[src/sv/i2cmbe_pkg.sv]
// i2cmbe_pkg: shared types and constants for the i2c master bit engine
// holds command codes, register indexes, reset values and item layouts
// no dependencies
`default_nettype none

package i2cmbe_pkg;

	localparam int unsigned MODE_W   = 3;
	localparam int unsigned BYTE_W   = 8;
	localparam int unsigned CFG_IDX_W = 3;

	typedef enum logic [MODE_W-1:0] {
		MODE_NONE  = 3'd0,
		MODE_START = 3'd1,
		MODE_STOP  = 3'd2,
		MODE_WRITE = 3'd3,
		MODE_READ  = 3'd4
	} mode_t;

	typedef enum logic [CFG_IDX_W-1:0] {
		REG_HALF_PERIOD  = 3'd0,
		REG_HOLD_TIME    = 3'd1,
		REG_SAMPLE_DELAY = 3'd2,
		REG_ACK_TIMEOUT  = 3'd3
	} cfg_reg_t;

	localparam logic [BYTE_W-1:0] HALF_PERIOD_RST  = 8'd2;
	localparam logic [BYTE_W-1:0] HOLD_TIME_RST    = 8'd4;
	localparam logic [BYTE_W-1:0] SAMPLE_DELAY_RST = 8'd1;
	localparam logic [BYTE_W-1:0] ACK_TIMEOUT_RST  = 8'd200;
	localparam logic [BYTE_W-1:0] MSB_MASK         = 8'h80;
	localparam logic [3:0]        BITS_PER_BYTE    = 4'd8;

	// input item, highest bit first
	typedef struct packed {
		logic [2:0]        pad;
		logic              sda_in;
		logic              send_ack;
		logic [BYTE_W-1:0] tx_byte;
		logic [MODE_W-1:0] mode;
	} in_item_t;

	// result item, highest bit first
	typedef struct packed {
		logic              pad;
		logic              timed_out;
		logic              ack_seen;
		logic [BYTE_W-1:0] rx_byte;
		logic              done_res;
		logic              busy_res;
		logic              sda_drive;
		logic              sda_out;
		logic              scl;
	} out_item_t;

endpackage

`default_nettype wire

[src/sv/i2c_master_bit_engine.sv]
// i2c_master_bit_engine: pin-level i2c master, one item per bus tick
// depends on i2cmbe_pkg
//
// usage:
//   s_axis carries one tick per item: command (none, start, stop, write,
//   read), the byte to write, the ack choice for a read and the sampled sda.
//   m_axis returns one result per tick: scl, sda level, sda direction, busy,
//   a done pulse, the last read byte and the ack/timeout status of the
//   last write.
//   cfg carries register writes (index, 8-bit data); always ready. Write
//   only while no command is in progress.
// latency and throughput:
//   each tick is worked out in the cycle it is accepted and its result is
//   valid on m_axis the next cycle. One tick per clock is sustained while m_axis_tready is high; the
//   only storage on the path is the phase state and the result register.
// reset:
//   phase idle, counters cleared, pins scl high / sda high driven, status
//   zero, timing registers at their default values.
// stall:
//   while a result waits with m_axis_tready low, s_axis_tready stays low
//   unless the result is taken in the same cycle; no tick is lost.
`default_nettype none

module i2c_master_bit_engine
	import i2cmbe_pkg::*;
(
	input  wire logic                 clk,
	input  wire logic                 arst_n,
	input  wire logic                 s_axis_tvalid,
	output logic                      s_axis_tready,
	// mode[2:0], tx_byte[10:3], send_ack[11], sda_in[12], zero fill
	input  wire logic [15:0]          s_axis_tdata,
	output logic                      m_axis_tvalid,
	input  wire logic                 m_axis_tready,
	// scl[0], sda_out[1], sda_drive[2], busy_res[3], done_res[4],
	// rx_byte[12:5], ack_seen[13], timed_out[14], zero fill
	output logic [15:0]               m_axis_tdata,
	input  wire logic                 cfg_valid,
	output logic                      cfg_ready,
	input  wire logic [CFG_IDX_W-1:0] cfg_index,
	input  wire logic [BYTE_W-1:0]    cfg_data
);

	typedef enum logic [4:0] {
		PH_IDLE, PH_S1, PH_S2, PH_S3, PH_P1, PH_P2,
		PH_WLO, PH_WHI, PH_WLO2, PH_WREL, PH_WPOLL, PH_WEND,
		PH_RLO, PH_RHI, PH_ALO, PH_AHI, PH_AEND
	} phase_t;

	logic [BYTE_W-1:0] half_period_q, hold_time_q, sample_delay_q, ack_timeout_q;
	phase_t            phase_q;
	logic [3:0]        bit_count_q;
	logic [BYTE_W-1:0] shift_q, wait_q, poll_q;
	logic              ack_choice_q;
	logic              pin_scl_q, pin_sda_q, pin_drv_q;
	logic [BYTE_W-1:0] rx_byte_q;
	logic              ack_seen_q, timed_out_q;
	logic              out_valid_q;
	out_item_t         out_q;

	in_item_t  in_item;
	logic      accept;

	phase_t            ph_d;
	logic [3:0]        bc_d;
	logic [BYTE_W-1:0] sr_d, wc_d, pc_d, rx_d;
	logic              ack_d, scl_d, sda_d, drv_d, seen_d, tout_d, done_d;
	logic [BYTE_W-1:0] len;
	logic [BYTE_W:0]   wc_inc;
	logic [3:0]        bc_inc;
	logic [BYTE_W-1:0] pc_inc;
	logic              end_ph;

	assign in_item       = in_item_t'(s_axis_tdata);
	assign s_axis_tready = !out_valid_q || m_axis_tready;
	assign accept        = s_axis_tvalid && s_axis_tready;
	assign cfg_ready     = 1'b1;
	assign m_axis_tvalid = out_valid_q;
	assign m_axis_tdata  = 16'(out_q);

	function automatic logic [BYTE_W-1:0] at_least_one(input logic [BYTE_W-1:0] v);
		return (v == '0) ? BYTE_W'(1) : v;
	endfunction

	always_comb begin
		ph_d   = phase_q;
		bc_d   = bit_count_q;
		sr_d   = shift_q;
		wc_d   = wait_q;
		pc_d   = poll_q;
		ack_d  = ack_choice_q;
		scl_d  = pin_scl_q;
		sda_d  = pin_sda_q;
		drv_d  = pin_drv_q;
		rx_d   = rx_byte_q;
		seen_d = ack_seen_q;
		tout_d = timed_out_q;
		done_d = 1'b0;
		len    = at_least_one(half_period_q);
		wc_inc = '0;
		bc_inc = '0;
		pc_inc = '0;
		end_ph = 1'b0;

		// a command taken while idle counts as the first tick of its first phase
		if (phase_q == PH_IDLE) begin
			case (in_item.mode)
				MODE_START: begin
					ph_d = PH_S1; bc_d = '0; pc_d = '0; wc_d = '0;
				end
				MODE_STOP: begin
					ph_d = PH_P1; bc_d = '0; pc_d = '0; wc_d = '0;
				end
				MODE_WRITE: begin
					ph_d = PH_WLO; bc_d = '0; pc_d = '0; wc_d = '0;
					sr_d = in_item.tx_byte;
				end
				MODE_READ: begin
					ph_d = PH_RLO; bc_d = '0; pc_d = '0; wc_d = '0;
					sr_d = '0;
					ack_d = in_item.send_ack;
				end
				default: ;
			endcase
		end

		if (ph_d != PH_IDLE) begin
			case (ph_d)
				PH_S1, PH_P2:            begin scl_d = 1'b1; sda_d = 1'b1; drv_d = 1'b1; end
				PH_S2:                   begin scl_d = 1'b1; sda_d = 1'b0; drv_d = 1'b1; end
				PH_S3, PH_P1:            begin scl_d = 1'b0; sda_d = 1'b0; drv_d = 1'b1; end
				PH_WLO, PH_WLO2: begin
					scl_d = 1'b0; sda_d = |(sr_d & MSB_MASK); drv_d = 1'b1;
				end
				PH_WHI: begin
					scl_d = 1'b1; sda_d = |(sr_d & MSB_MASK); drv_d = 1'b1;
				end
				PH_WREL, PH_WEND, PH_RLO: begin scl_d = 1'b0; sda_d = 1'b1; drv_d = 1'b0; end
				PH_WPOLL, PH_RHI:        begin scl_d = 1'b1; sda_d = 1'b1; drv_d = 1'b0; end
				PH_ALO, PH_AEND:         begin scl_d = 1'b0; sda_d = !ack_d; drv_d = 1'b1; end
				PH_AHI:                  begin scl_d = 1'b1; sda_d = !ack_d; drv_d = 1'b1; end
				default: ;
			endcase

			case (ph_d)
				PH_S1, PH_S2, PH_P1, PH_P2: len = at_least_one(hold_time_q);
				PH_RHI:                     len = at_least_one(sample_delay_q);
				PH_S3, PH_AEND:             len = BYTE_W'(1);
				default:                    len = at_least_one(half_period_q);
			endcase

			bc_inc = bc_d + 4'd1;
			pc_inc = pc_d + BYTE_W'(1);
			wc_inc = {1'b0, wc_d} + (BYTE_W+1)'(1);

			if (ph_d == PH_WPOLL) begin
				if (!in_item.sda_in) begin
					seen_d = 1'b1; tout_d = 1'b0;
					ph_d = PH_WEND; wc_d = '0;
				end else begin
					pc_d = pc_inc;
					if (pc_inc >= ack_timeout_q) begin
						seen_d = 1'b0; tout_d = 1'b1;
						ph_d = PH_WEND; wc_d = '0;
					end
				end
			end else begin
				// read bit is sampled on the first tick of scl high
				if (ph_d == PH_RHI && wc_d == '0)
					sr_d = {sr_d[BYTE_W-2:0], in_item.sda_in};
				end_ph = (wc_inc >= {1'b0, len});
				if (end_ph) begin
					wc_d = '0;
					case (ph_d)
						PH_S1:   ph_d = PH_S2;
						PH_S2:   ph_d = PH_S3;
						PH_P1:   ph_d = PH_P2;
						PH_WLO:  ph_d = PH_WHI;
						PH_WHI:  ph_d = PH_WLO2;
						PH_WLO2: begin
							sr_d = {sr_d[BYTE_W-2:0], 1'b0};
							bc_d = bc_inc;
							if (bc_inc >= BITS_PER_BYTE) begin
								pc_d = '0;
								ph_d = PH_WREL;
							end else begin
								ph_d = PH_WLO;
							end
						end
						PH_WREL: ph_d = PH_WPOLL;
						PH_RLO:  ph_d = PH_RHI;
						PH_RHI: begin
							bc_d = bc_inc;
							ph_d = (bc_inc >= BITS_PER_BYTE) ? PH_ALO : PH_RLO;
						end
						PH_ALO:  ph_d = PH_AHI;
						PH_AHI:  ph_d = PH_AEND;
						PH_AEND: begin
							rx_d = sr_d;
							ph_d = PH_IDLE; done_d = 1'b1;
						end
						default: begin
							ph_d = PH_IDLE; done_d = 1'b1;
						end
					endcase
				end else begin
					wc_d = wc_inc[BYTE_W-1:0];
				end
			end
		end
	end

	always_ff @(posedge clk or negedge arst_n) begin
		if (!arst_n) begin
			half_period_q  <= HALF_PERIOD_RST;
			hold_time_q    <= HOLD_TIME_RST;
			sample_delay_q <= SAMPLE_DELAY_RST;
			ack_timeout_q  <= ACK_TIMEOUT_RST;
		end else if (cfg_valid && cfg_ready) begin
			case (cfg_index)
				REG_HALF_PERIOD:  half_period_q  <= cfg_data;
				REG_HOLD_TIME:    hold_time_q    <= cfg_data;
				REG_SAMPLE_DELAY: sample_delay_q <= cfg_data;
				REG_ACK_TIMEOUT:  ack_timeout_q  <= cfg_data;
				default: ;
			endcase
		end
	end

	always_ff @(posedge clk or negedge arst_n) begin
		if (!arst_n) begin
			phase_q      <= PH_IDLE;
			bit_count_q  <= '0;
			shift_q      <= '0;
			wait_q       <= '0;
			poll_q       <= '0;
			ack_choice_q <= 1'b0;
			pin_scl_q    <= 1'b1;
			pin_sda_q    <= 1'b1;
			pin_drv_q    <= 1'b1;
			rx_byte_q    <= '0;
			ack_seen_q   <= 1'b0;
			timed_out_q  <= 1'b0;
			out_valid_q  <= 1'b0;
		end else begin
			if (accept) begin
				phase_q      <= ph_d;
				bit_count_q  <= bc_d;
				shift_q      <= sr_d;
				wait_q       <= wc_d;
				poll_q       <= pc_d;
				ack_choice_q <= ack_d;
				pin_scl_q    <= scl_d;
				pin_sda_q    <= sda_d;
				pin_drv_q    <= drv_d;
				rx_byte_q    <= rx_d;
				ack_seen_q   <= seen_d;
				timed_out_q  <= tout_d;
				out_valid_q  <= 1'b1;
			end else if (m_axis_tready) begin
				out_valid_q  <= 1'b0;
			end
		end
	end

	// result register payload
	always_ff @(posedge clk) begin
		if (accept) begin
			out_q.pad       <= 1'b0;
			out_q.scl       <= scl_d;
			out_q.sda_out   <= sda_d;
			out_q.sda_drive <= drv_d;
			out_q.busy_res  <= (ph_d != PH_IDLE);
			out_q.done_res  <= done_d;
			out_q.rx_byte   <= rx_d;
			out_q.ack_seen  <= seen_d;
			out_q.timed_out <= tout_d;
		end
	end

	a_released_sda_high: assert property (@(posedge clk) disable iff (!arst_n)
		(out_valid_q && !out_q.sda_drive) |-> out_q.sda_out)
		else $error("released sda not reported high");

	a_done_not_busy: assert property (@(posedge clk) disable iff (!arst_n)
		(out_valid_q && out_q.done_res) |-> !out_q.busy_res)
		else $error("done pulse while still busy");

	a_status_exclusive: assert property (@(posedge clk) disable iff (!arst_n)
		!(ack_seen_q && timed_out_q))
		else $error("ack and timeout both set");

	a_accept_gives_result: assert property (@(posedge clk) disable iff (!arst_n)
		accept |=> out_valid_q)
		else $error("accepted item produced no result");

	a_busy_matches_phase: assert property (@(posedge clk) disable iff (!arst_n)
		accept |=> (out_q.busy_res == (phase_q != PH_IDLE)))
		else $error("busy flag disagrees with phase");

endmodule

`default_nettype wire
[config.mk]
export PLATFORM = sky130hd
export DESIGN_NAME = i2c_master_bit_engine
export DESIGN_NICKNAME = d
export VERILOG_FILES = /design/src/sv/i2cmbe_pkg.sv /design/src/sv/i2c_master_bit_engine.sv
export SDC_FILE = /design/constraint.sdc
export NUM_CORES = 1
export LEC_CHECK = 0
export BUFFER_PORTS_ARGS = -buffer_cell sky130_fd_sc_hd__buf_4
export CAP_MARGIN = 15
export CORE_AREA = 2 2 101 103
export CTS_CLUSTER_DIAMETER = 60
export CTS_CLUSTER_SIZE = 30
export DETAILED_ROUTE_END_ITERATION = 7
export DIE_AREA = 0 0 103 105
export MAX_ROUTING_LAYER = met4
export PLACE_DENSITY = 0.79
export RECOVER_POWER = 50
export SLEW_MARGIN = 20
export SYNTH_ARGS = -nofsm -noshare
export SYNTH_HDL_FRONTEND = slang
export SYNTH_SLANG_ARGS = --single-unit
[constraint.sdc]
create_clock -name clk -period 11.6 [get_ports clk]
set_input_delay 0.58 -clock clk [delete_from_list [all_inputs] [get_ports clk]]
set_output_delay 0.58 -clock clk [all_outputs]
set_load 0.1 [all_outputs]
Yosys cells after proc, flatten, opt, wreduce, memory -nomap -nowiden
Cells that the tools add are included.
- $add $sub $neg: 3
- $mul: 0
- divide/modulo/power cells: 0
- $lt $le $gt $ge: 3
- eq/ne operators: 23
- shifts and indexed selects: 0
- muxes and demuxes: 66
- bitwise gates (word level): 2
- reduce and logical (&&, ||, !) cells: 32
- operator list (cell ; number):
    $mux 8 ; 29
    $pmux 5 s11 ; 1
    $eq 5x4->1 const B ; 8
    $logic_not 8->1 ; 4
    $mux 5 ; 6
    $mux 4 ; 7
    $pmux 8 s3 ; 1
    $reduce_or 11->1 ; 2
    $eq 5x3->1 const B ; 4
    $pmux 5 s4 ; 1
    $mux 1 ; 16
    $pmux 8 s2 ; 1
    $reduce_or 7->1 ; 2
    $eq 3x2->1 const B ; 4
    $reduce_or 3->1 ; 4
    $eq 5x2->1 const B ; 2
    $reduce_bool 5->1 ; 2
    $add 8x1->9 const B ; 1
    $ge 9x8->1 ; 1
    $reduce_or 9->1 ; 1
    $add 8x1->8 const B ; 1
    $ge 8x8->1 ; 1
    $reduce_and 2->1 ; 4
    $reduce_or 4->1 ; 2
    other kinds (18) ; 24
- bits in registers: 95
- bits in latches: 0
- memory bits (writable): 0
- memory bits (read-only): 0
- input port bits: 32
- output and inout bits: 19
- logic and storage cells: 154
- memories: 0

Longest topological paths before layout
Gate-level depths: netlist (run 1).
- depth after elaboration: 12
- mapped depth: 20
- mapped depth without buffers: 16

Least setup slack after synthesis (run 1)
No wires, ideal clock.
- path kind: input-to-reg
- start: input s_axis_tdata[1]
- end: register out_q (netlist bit m_axis_tdata[3]) (data pin)
- library setup time: 0.274 ns
- data arrival time: 4.338 ns
- data required time: 11.326 ns
- path slack: 6.988 ns
- stages on the path: 16
- buffers on the path: 2
- cells stage by stage: or3b_2 > a211oi_2 > nor4_2 > xnor2_1 > and2_1 > clkbuf_1 > nor3_1 > a222oi_1 > ha_1 > and3_1 > o221ai_1 > o21ai_1 > clkbuf_1 > mux2_2 > a211oi_1 > nand4_1
- cells in the longest elaborated chain, start to end: 12
- elaborated cells between the ends (all ways): 48
- classes of those cells: 3 x add/sub; 3 x order compare; 19 x eq/ne; 18 x mux; 5 x reduce/logical
- RTL lines (what ; line ; text):
    start: declaration ; i2c_master_bit_engine.sv:32 ; input wire logic [15:0] s_axis_tdata,
    $eq 3x3->1, or another cell as far along ; i2c_master_bit_engine.sv:107 ; case (in_item.mode)
    $reduce_or 4->1 (no line) / $pmux 5 s4 (equally long branches) ; -- ;
    $mux 4 / $mux 5 (equally long branches) ; i2c_master_bit_engine.sv:107, i2c_master_bit_engine.sv:106 ;
    $mux 4, or another cell as far along ; i2c_master_bit_engine.sv:106 ; if (phase_q == PH_IDLE) begin
    $add 4x1->4, or another cell as far along ; i2c_master_bit_engine.sv:152 ; bc_inc = bc_d + 4'd1;
    $ge 4x4->1 / $pmux 8 s3 (equally long branches) ; i2c_master_bit_engine.sv:183, i2c_master_bit_engine.sv:194, i2c_master_bit_engine.sv:145 ;
    $mux 4, or another cell as far along ; i2c_master_bit_engine.sv:183 ; if (bc_inc >= BITS_PER_BYTE) begin
    $pmux 5 s11 / $ge 9x8->1 (equally long branches) ; i2c_master_bit_engine.sv:174, i2c_master_bit_engine.sv:171 ;
    $mux 5 ; i2c_master_bit_engine.sv:172 ; if (end_ph) begin
    $mux 5 ; i2c_master_bit_engine.sv:156 ; if (ph_d == PH_WPOLL) begin
    $mux 5 (*) ; i2c_master_bit_engine.sv:127 ; if (ph_d != PH_IDLE) begin
    $reduce_bool 5->1 (*) ; i2c_master_bit_engine.sv:273 ; out_q.busy_res <= (ph_d != PH_IDLE);
    end: declaration ; i2c_master_bit_engine.sv:59 ; out_item_t out_q;
Every way passes the cells marked *; elsewhere a longest branch is shown, timed or not. The select of a mux whose other input is x is not followed.
A chain may end at the register's enable or synchronous reset.

Worst setup path after layout (run 1)
- start: register phase_q[1]
- end: register rx_byte_q[3]
- cells in the longest elaborated chain, start to end: 10
- elaborated cells between the ends (all ways): 27
- classes of those cells: 1 x add/sub; 1 x order compare; 8 x eq/ne; 11 x mux; 6 x reduce/logical
- RTL lines (what ; line ; text):
    start: declaration ; i2c_master_bit_engine.sv:51 ; phase_t phase_q;
    start signal: assignment ; i2c_master_bit_engine.sv:247 ; phase_q <= ph_d;
    $pmux 5 s4 / $logic_not 5->1 (equally long branches) ; i2c_master_bit_engine.sv:107, i2c_master_bit_engine.sv:106 ;
    $mux 5 ; i2c_master_bit_engine.sv:106 ;
    $eq 5x3->1, or another cell as far along ; i2c_master_bit_engine.sv:145 ; case (ph_d)
    $reduce_or 4->1 / $reduce_or 2->1 (equally long branches) ; -- ;
    $pmux 8 s3 ; i2c_master_bit_engine.sv:145 ;
    $mux 8 ; i2c_master_bit_engine.sv:127 ;
    $ge 9x8->1 ; i2c_master_bit_engine.sv:171 ; end_ph = (wc_inc >= {1'b0, len});
    $mux 8 ; i2c_master_bit_engine.sv:172 ;
    $mux 8 ; i2c_master_bit_engine.sv:156 ;
    $mux 8 (*) ; i2c_master_bit_engine.sv:127 ;
    named net rx_d[3] ; i2c_master_bit_engine.sv:66 ; logic [BYTE_W-1:0] sr_d, wc_d, pc_d, rx_d;
    end signal: assignment ; i2c_master_bit_engine.sv:256 ; rx_byte_q <= rx_d;
    end: declaration ; i2c_master_bit_engine.sv:56 ; logic [BYTE_W-1:0] rx_byte_q;
The timed path passes the listed nets; every way through them passes the cells marked *. The select of a mux whose other input is x is not followed.

==> impl_metrics.tcl, run 1 <==
set metrics [dict create \
    start_kind "flip-flop" \
    fin_crit_sh_pct 49.30 \
    stdcell_area_um2 6340 \
    drt_pass1_iterations 5 \
    synth-edff-count 15 \
    num_vias 4546 \
    ant_nets 0 \
    yosys-top-cells-area "dfrtp_1, mux2_2, edfxtp_1" \
    core-area_um2 9639 \
    powerDensity_nw_per_um2 253.4 \
    drv_slew 81 \
    synth_top_area_share_pct 31.22 \
    io_pins 51 \
    clockBufferDepth 2 \
    antenna_found_initial 0 \
    nFillCells 771 \
    period_needed_ns 5.719 \
    wl_mm 12.88 \
    drt_iter0_markers 271 \
    post_synth_num_cell_types 72 \
    fin_nets 639 \
    ys_seq_area_share_pct 43.29 \
    dpl.hpwl_mm 9.324 \
    start_util_pct 59.03 \
    worstMarginPinSlew_ns 4.191 \
    synth_async_sr_flop_share_pct 84.21 \
    cts_max_level 3 \
    cts_tree "built" \
    synthCells 553 \
    overflow 0 \
    drv_cap 1 \
    grt_pass1_wl_mm 21.27 \
    place.gp.congestion 0.9392 \
    yosysTopAreaCell "dfrtp_1" \
    violations "capacitance limit, slew limit" \
    cts_root_buffer "clkbuf_8" \
    setup_viol 0 \
    rows 36 \
    viasPerCell 6.270 \
    clock_latency_ns 0.37 \
    cp_data_arrival_time_ns 5.98 \
    multi_input_area_um2 3013 \
    dpl_cell_area_um2 6123 \
    cts_setup_buffers 0 \
    portBuffers 45 \
    cts-hold-fix-buffers 0 \
    clock_sinks 95 \
    grt_pass1_vias 4350 \
    rsz0062_at_grt "false" \
    cp.required_ns 11.86 \
    status "complete, but fails checks" \
    track_usage_pct 25.46 \
    die_w_um 103 \
    place_ws_ns 6.070 \
    yosys_warnings 0 \
    drive_above_1_share_pct 24.83 \
    cts_made_buffers 9 \
    finalHoldViolCount 0 \
    drt-wirelength-per-cell_um 17.77 \
    setup_tns_ns 0 \
    hp-class "in -> reg" \
    critPathMaxFanout 22 \
    slew-limit-headroom_pct -179.4 \
    n_antenna_cell 0 \
    avgSynthCellArea_um2 10.29 \
    die_area_um2 10820 \
    worst_setup_path_end_kind "flip-flop" \
    max_freq_ghz 0.1749 \
    fin_worst_skew_ns 0.01861 \
    fin_ws_ns 5.881 \
    synth_seq_cells 95 \
    peakVddDrop_mv 0.1164 \
    synth_ff_type "dfrtp_1" \
    chipHeight_um 105 \
    regArea_um2 2464 \
    cts_resized 0 \
    clkTransAtPathRegs_ns 0.10 \
    leakagePower_nw 2.695 \
    grt_max_degree 81 \
    netlist_area_um2 5690 \
    syn_nets 605 \
    syn_to_final_growth_pct 11.41 \
    drc 0 \
    path_class "reg -> reg" \
]
==> critical path: stages (launching register included) <==
cell and delay (ns):
dfrtp_1 0.64, or4_1 0.70, a211oi_2 0.37, nor4_2 0.09, buf_4 0.19, xnor2_1 0.13, and2_1 0.29, nor3_1 0.70
a222oi_1 0.19, ha_1 0.39, nand3_1 0.09, a21boi_0 0.20, a311oi_1 0.07, o21ai_1 0.11, buf_4 0.27, nand4_1 0.46
mux2_2 0.45, mux2_2 0.28
==> cell families after synthesis <==
kind of cell / count (synthesis) / synth area share [%]
DFF: 95 / 43.29
buffers and inverters: 51 / 3.848
AOI/OAI and AO/OA: 146 / 18.49
other: 2 / 0.1320
xor gates and xnor gates: 14 / 2.155
and+or+nand+nor: 155 / 13.98
muxes: 70 / 13.70
adders and majority gates: 20 / 4.398
==> Yosys cell counts (3+ instances only) <==
cell type	number
o21ai_0	35
dfstp_2	9
and2_1	9
o31ai_1	4
xor2_1	4
xnor2_1	10
o211ai_1	5
clkbuf_1	23
or4_1	4
a211oi_1	6
dfrtp_1	71
o21a_1	6
a22oi_1	15
nand3_1	15
a22o_1	11
a21oi_1	15
nor3_1	10
nand4_1	3
a222oi_1	7
a31oi_1	6
and3_1	7
buf_2	4
mux2i_1	10
a21boi_0	3
inv_1	19
edfxtp_1	15
nor2_1	36
a21o_1	4
ha_1	20
nand2b_1	7
nor4_1	5
o31a_1	3
mux2_2	59
nand2_1	41
==> cell type report <==
cell class                 instances  share of cell area [%]
clock buffer                      11                   2.408
clock inverter                     5                   1.362
inverter                          20                   1.184
multi-input combinational        407                   47.52
sequential                        95                   38.86
tap                              133                   2.625
timing repair buffer              54                   6.039
==> layout by cell type (no fill, tap or decap), types with 11 or more instances in the layout <==
cell / instances
ha_1: 20
a22o_1: 11
a21oi_1: 15
nand3_1: 15
o21ai_0: 35
edfxtp_1: 15
buf_4: 48
mux2_2: 59
nand2_1: 41
nor2_1: 36
a22oi_1: 15
inv_1: 19
dfrtp_1: 71
==> power breakdown <==
group	internal (mW)	total [mW]	switching [mW]
combinational	0.322	0.813	0.491
sequential	0.439	0.538	0.0984
clock	0.137	0.255	0.119
==> metrics by stage <==
| step | hold slack, ns | total power, mW | utilization, % | instances |
|---|---|---|---|---|
| CTS | 0.4081 | 1.604 | 66.00 | 725 |
| global route | 0.4198 | 1.722 | 65.77 | 725 |
| floorplan | 0.2844 | 1.149 | - | 553 |
| global placement | 0.4640 | 1.312 | 63.53 | 709 |
| detailed placement | 0.4714 | 1.348 | 63.53 | 709 |
| finish | 0.4134 | 1.606 | 65.77 | 725 |
==> per-layer routing <==
layer	vias up	global-route usage [%]	routed length (um)
met2	171	40.63	6427
li1	2140	-	-
met4	0	8.741	238
met3	24	3.478	814
met1	2211	33.28	5401
met5	-	-	0
==> state kept, by name, indices dropped and copies added (netlist names), 4 cells and up <==
| name | flops |
|---|---|
| bit_count_q | 4 |
| m_axis_tdata | 15 |
| sample_delay_q | 8 |
| wait_q | 8 |
| ack_timeout_q | 8 |
| phase_q | 5 |
| half_period_q | 8 |
| rx_byte_q | 8 |
| poll_q | 8 |
| hold_time_q | 8 |
| shift_q | 8 |
==> path summary, 6_finish.rpt <==
path                                         from                         to  slack (ns)  cells past startpoint
setup / recovery           phase_q[1]$_DFFE_PN0P_   rx_byte_q[3]$_DFFE_PN0P_        5.88                     17
hold / removal                      s_axis_tvalid  m_axis_tvalid$_DFFE_PN0P_        0.41                      2
setup reg to reg           phase_q[1]$_DFFE_PN0P_   rx_byte_q[3]$_DFFE_PN0P_        5.88                     17
hold reg to reg            shift_q[6]$_DFFE_PN0P_     shift_q[6]$_DFFE_PN0P_        0.49                      2
max in group asynchronous                  arst_n      poll_q[0]$_DFFE_PN0P_        7.56                      1
min in group asynchronous                  arst_n   ack_choice_q$_DFFE_PN0P_        1.70                      1
No activity file was read; power rests on OpenSTA's default activity.
==> run 2, diff against run 1 <==
--- a/config.mk
+++ b/config.mk
@@ -7,13 +7,13 @@
 export LEC_CHECK = 0
 export BUFFER_PORTS_ARGS = -buffer_cell sky130_fd_sc_hd__buf_4
 export CAP_MARGIN = 15
-export CORE_AREA = 2 2 101 103
+export CORE_AREA = 2 2 106 108
 export CTS_CLUSTER_DIAMETER = 60
 export CTS_CLUSTER_SIZE = 30
 export DETAILED_ROUTE_END_ITERATION = 7
-export DIE_AREA = 0 0 103 105
+export DIE_AREA = 0 0 108 110
 export MAX_ROUTING_LAYER = met4
-export PLACE_DENSITY = 0.79
+export PLACE_DENSITY = 0.75
 export RECOVER_POWER = 50
 export SLEW_MARGIN = 20
 export SYNTH_ARGS = -nofsm -noshare
==> constraint.sdc (replaced) <==
create_clock -name clk -period 4.75 [get_ports clk]
set_input_delay 0.2375 -clock clk [delete_from_list [all_inputs] [get_ports clk]]
set_output_delay 0.2375 -clock clk [all_outputs]
set_load 0.1 [all_outputs]
==> run 2 against run 1 <==
Net effect:
- the run still ends with capacitance limit, slew limit left
- final cell count rose by 4.1%
- maximum frequency rose by 28%
- clock skew fell by 0.0063 ns
- non-clock buffer count rose by 23
- combinational power rose to 2.8 times the previous value
- routed wire length rose by 4.6%
- via count rose by 2.1%
- setup slack got worse by 5.6 ns
- hold slack got worse by 0.36 ns
- utilization fell by 5.2 points
- sequential power rose by 130%
- critical path type unchanged
==> impl_metrics.tcl, run 2 (synthesis results as in run 1) <==
set metrics [dict create \
    setup_viol 0 \
    cts_root_buffer "clkbuf_8" \
    peakVddDrop_mv 0.3692 \
    core-area_um2 10700 \
    min_path_cells 2 \
    leakagePower_nw 2.783 \
    postLayoutCoreUtil_pct 60.60 \
    place_inst 738 \
    drc 0 \
    fin_ws_ns 0.2657 \
    chipHeight_um 110 \
    clock_latency_ns 0.39 \
    stdcell_area_um2 6482 \
    startpoint "phase_q[3]$_DFFE_PN0P_" \
    fin_nets 662 \
    track_usage_pct 25.28 \
    finalPower_mw 3.982 \
    hp-start "s_axis_tvalid" \
    period_needed_ns 4.484 \
    slew-limit-headroom_pct -130.5 \
    cp.required_ns 5.03 \
    hp-class "in -> reg" \
    rsz0062_at_grt "false" \
    fin_cells 755 \
    status "complete, but fails checks" \
    viasPerCell 6.146 \
    drv_cap 1 \
    dpl.hpwl_mm 10.00 \
    portBuffers 45 \
    cp_data_arrival_time_ns 4.77 \
    fin_worst_skew_ns 0.01231 \
    violations "capacitance limit, slew limit" \
    start_kind "flip-flop" \
    drt_iter0_markers 226 \
    finalHoldViolCount 0 \
    start_util_pct 53.19 \
    grt_max_degree 81 \
    clockBufferDepth 2 \
    final_cell_mix "dfrtp_1, buf_4, mux2_2" \
    die_w_um 108 \
    powerDensity_nw_per_um2 614.2 \
    grt_pass1_vias 4656 \
    place_ws_ns 0.03611 \
    rows 38 \
    cts_made_buffers 9 \
    drt-wirelength-per-cell_um 17.84 \
    clock_sinks 95 \
    grt_pass1_wl_mm 22.46 \
    worstReg2RegStart "phase_q[3]$_DFFE_PN0P_" \
    io_pins 51 \
    overflow 0 \
    place.gp.congestion 0.9715 \
    ant_nets 0 \
    path_class "reg -> reg" \
    drv_slew 81 \
    die_area_um2 11880 \
    cts_max_level 3 \
    nFillCells 902 \
    worstMarginPinSlew_ns 3.458 \
    fin_crit_sh_pct 94.41 \
    r2r_cells 16 \
    syn_to_final_growth_pct 13.92 \
    n_antenna_cell 0 \
    largest_register_ffs 15 \
    antenna_found_initial 0 \
    fin_hold_ws_ns 0.05196 \
    cts_tree "built" \
    num_vias 4640 \
    clkTransAtPathRegs_ns 0.09 \
    wl_mm 13.47 \
    worst_setup_path_end_kind "flip-flop" \
    setup_tns_ns 0 \
    layout_commonest_cell "dfrtp_1" \
    critPathMaxFanout 10 \
    drive_above_1_share_pct 27.97 \
    drt_pass1_iterations 6 \
    dpl_cell_area_um2 6297 \
    max_freq_ghz 0.2230 \
]
## run 2: cell count changes in the layout (fill, tap and decap cells not counted), sizes merged
cell,delta
clkbuf,-1
clkinvlp,+1
dlygate4sd3,+1
dlygate4sd2,+1
bufinv,-2
inv,+1
buf,+22
## run 2: layer usage
layer	share of wire (%)	global-route usage (%)	vias to the layer above
met5	0	-	-
met4	3.4	13.74	0
met3	4.5	4.350	37
met2	48	40.21	120
met1	44	31.00	2289
li1	-	-	2194
## run 2: worst max-delay path, cell delays in order (launching register included)
cell	delay, ns
dfrtp_1	0.40
buf_4	0.18
or4_4	0.50
o31a_1	0.31
a2111oi_4	0.43
nor3_2	0.15
a222oi_1	0.33
ha_1	0.33
a21oi_1	0.18
a21boi_0	0.12
a311oi_1	0.24
o21ai_1	0.10
buf_4	0.19
nand4_1	0.10
buf_4	0.18
mux2_2	0.36
mux2_2	0.26
## run 2: what timing repair did
item	CTS	global route
hold endpoints to repair	0	71
hold buffers	0	1
buffers inserted	0	0
setup endpoints to repair	0	45
gates resized for setup	0	6
## run 2: final timing paths
path	endpoint	slack [ns]
max in group asynchronous	ack_choice_q$_DFFE_PN0P_	1.07
worst min-delay path	m_axis_tvalid$_DFFE_PN0P_	0.05
worst min register to register	shift_q[4]$_DFFE_PN0P_	0.49
min in group asynchronous	phase_q[0]$_DFFE_PN0P_	1.71
worst max-delay path	rx_byte_q[5]$_DFFE_PN0P_	0.27
worst max register to register	rx_byte_q[5]$_DFFE_PN0P_	0.27
## run 2: cell type report
| class | instances | area, um^2 | share of cell area (%) |
|---|---|---|---|
| multi-input combinational | 407 | 3033 | 46.79 |
| sequential | 95 | 2464 | 38.00 |
| timing repair buffer | 77 | 563.0 | 8.686 |
| tap | 140 | 175.2 | 2.702 |
| clock buffer | 11 | 131.4 | 2.027 |
| inverter | 20 | 75.07 | 1.158 |
| clock inverter | 5 | 41.29 | 0.6369 |
## run 2: report_power, final
part,leakage (nW),total (mW),switching [mW],internal [mW]
combinational,1.58,2.26,1.34,0.918
sequential,1.12,1.23,0.154,1.07
clock,0.0862,0.496,0.299,0.197
==> run 3, diff against run 2 <==
--- a/config.mk
+++ b/config.mk
@@ -5,7 +5,7 @@
 export SDC_FILE = /design/constraint.sdc
 export NUM_CORES = 1
 export LEC_CHECK = 0
-export BUFFER_PORTS_ARGS = -buffer_cell sky130_fd_sc_hd__buf_4
+export BUFFER_PORTS_ARGS = -buffer_cell sky130_fd_sc_hd__buf_2
 export CAP_MARGIN = 15
 export CORE_AREA = 2 2 106 108
 export CTS_CLUSTER_DIAMETER = 60
==> run 3 against run 2 <==
Net effect:
- the run still ends with capacitance limit, slew limit left
- sequential power barely moved
- maximum frequency barely moved
- non-clock buffer count fell by 3
- critical endpoint is now rx_byte_q[7]$_DFFE_PN0P_
- largest cell class unchanged
- largest power group unchanged
==> impl_metrics.tcl, run 3 (synthesis results as in run 1) <==
set metrics [dict create \
    wl_mm 13.55 \
    drt-wirelength-per-cell_um 18.02 \
    worstPathCellList "or4_4, a211o_4, nand2_1, inv_1, ha_1, and3_1, xnor2_1, nor2_1, ha_1, a21oi_1, a21boi_0, a311oi_1, o21ai_1, buf_4, nand4_1, buf_4, mux2_2, mux2_2" \
    worst_path_largest_cell_delay_ns 0.57 \
    drv_cap 1 \
    start_util_pct 53.19 \
    num_vias 4581 \
    start_kind "flip-flop" \
    p_int_mw 2.162 \
    critPathBufInv 3 \
    cts_setup_buffers 0 \
    leakagePower_nw 2.734 \
    setup_viol 0 \
    cp.required_ns 5.03 \
    place_inst 735 \
    clock_latency_ns 0.39 \
    finalHoldViolCount 0 \
    drive_above_1_share_pct 27.29 \
    core-area_um2 10700 \
    drt_pass1_iterations 5 \
    drt_iter0_markers 318 \
    overflow 0 \
    largest_register_ffs 15 \
    cts_max_level 3 \
    clock_sinks 95 \
    cp_top_family "simple AND/OR/NAND/NOR gates" \
    io_pins 51 \
    cts_root_buffer "clkbuf_8" \
    layout_commonest_cell "dfrtp_1" \
    power.net_switching_mw 1.787 \
    violations "capacitance limit, slew limit" \
    cts_made_buffers 9 \
    fin_worst_skew_ns 0.01739 \
    slowest_stage "or4_4" \
    track_usage_pct 24.79 \
    p_comb_share_pct 56.0 \
    peakVddDrop_mv 0.3966 \
    cp_data_arrival_time_ns 4.76 \
    die_area_um2 11880 \
    slew-limit-headroom_pct -135.3 \
    hp-class "in -> reg" \
    fin_cells 752 \
    antenna_found_initial 0 \
    grt_pass1_vias 4437 \
    n_antenna_cell 0 \
    chipHeight_um 110 \
    rsz0062_at_grt "false" \
    place.gp.congestion 0.9594 \
    status "complete, but fails checks" \
    path_class "reg -> reg" \
    pwr-share-clk_pct 12.9 \
    worstMarginPinSlew_ns 3.530 \
    portBuffers 45 \
    p_seq_share_pct 31.1 \
    max_freq_ghz 0.2232 \
    viasPerCell 6.092 \
    clockBufferDepth 2 \
    clkTransAtPathRegs_ns 0.10 \
    critPathMaxFanout 11 \
    drc 0 \
    p_sw_share_pct 45.26 \
    setup_tns_ns 0 \
    place_ws_ns 0.02748 \
    finalPower_mw 3.949 \
    fin_ws_ns 0.2691 \
    cts_tree "built" \
    die_w_um 108 \
    final_cell_mix "dfrtp_1, mux2_2, nand2_1, buf_2, nor2_1" \
    rows 38 \
    fin_crit_sh_pct 94.33 \
    grt_max_degree 81 \
    worst_setup_path_end_kind "flip-flop" \
    period_needed_ns 4.481 \
    fin_nets 659 \
    dpl.hpwl_mm 9.811 \
    powerDensity_nw_per_um2 621.3 \
    grt_pass1_wl_mm 22.27 \
    ant_nets 0 \
    syn_to_final_growth_pct 11.70 \
    drv_slew 81 \
]
-- run 3: repair_timing --
action                                  CTS  global route
gates resized for setup                   0             6
hold endpoints to repair                  0            71
endpoints found under the setup margin    0            33
hold buffers                              0             1
-- run 3: area by class of cell --
cell class	instances	area (um^2)
Fill cell	910	4342
Clock buffer	12	145.1
Multi-Input combinational cell	407	3032
Sequential cell	95	2464
Clock inverter	4	31.28
Timing Repair Buffer	74	434.2
Inverter	20	75.07
Tap cell	140	175.2
-- run 3: worst reg2reg max path, stage by stage, from the launching register on --
cell,delay (ns)
dfrtp_1,0.43
or4_4,0.58
a211o_4,0.35
nand2_1,0.11
inv_1,0.06
ha_1,0.25
and3_1,0.27
xnor2_1,0.17
nor2_1,0.06
ha_1,0.33
a21oi_1,0.18
a21boi_0,0.13
a311oi_1,0.26
o21ai_1,0.10
buf_4,0.19
nand4_1,0.11
buf_4,0.19
mux2_2,0.36
mux2_2,0.26
-- run 3: per-layer routing --
metal	up-vias	share of wire (%)	global-route usage (%)
li1	2183	-	-
met1	2240	45	32.80
met2	133	48	39.31
met5	-	0	-
met3	25	5.3	3.175
met4	0	2.1	9.524
-- run 3: power groups by stage --
| stage | logic [mW] | clock network, mW | registers, mW |
|---|---|---|---|
| floorplan | 1.43 | 0 | 1.38 |
| detailed placement | 2.17 | 0 | 1.24 |
| global route | 2.42 | 0.550 | 1.26 |
| finish | 2.21 | 0.510 | 1.23 |
| CTS | 2.18 | 0.517 | 1.23 |
| global placement | 2.09 | 0 | 1.23 |
-- run 3: stage by stage --
stage	utilization (%)	hold WS [ns]	area [um^2]
final	59.42	0.06739	6356
after global routing	59.42	0.06903	6356
after CTS	59.27	0.06135	6341
after detailed placement	57.63	0.4485	6165
after global placement	57.63	0.4464	6165
after floorplan	-	-0.05809	5690
-- run 3: final timing paths --
check                                        from                            end  slack (ns)  depth (start not counted)
setup / recovery           phase_q[1]$_DFFE_PN0P_       rx_byte_q[7]$_DFFE_PN0P_        0.27                         18
hold / removal                      s_axis_tvalid      m_axis_tvalid$_DFFE_PN0P_        0.07                          2
setup reg to reg           phase_q[1]$_DFFE_PN0P_       rx_byte_q[7]$_DFFE_PN0P_        0.27                         18
hold reg to reg            shift_q[5]$_DFFE_PN0P_         shift_q[5]$_DFFE_PN0P_        0.50                          2
max in group asynchronous                  arst_n  sample_delay_q[1]$_DFFE_PN0P_        1.01                          2
min in group asynchronous                  arst_n         phase_q[4]$_DFFE_PN0P_        1.74                          2
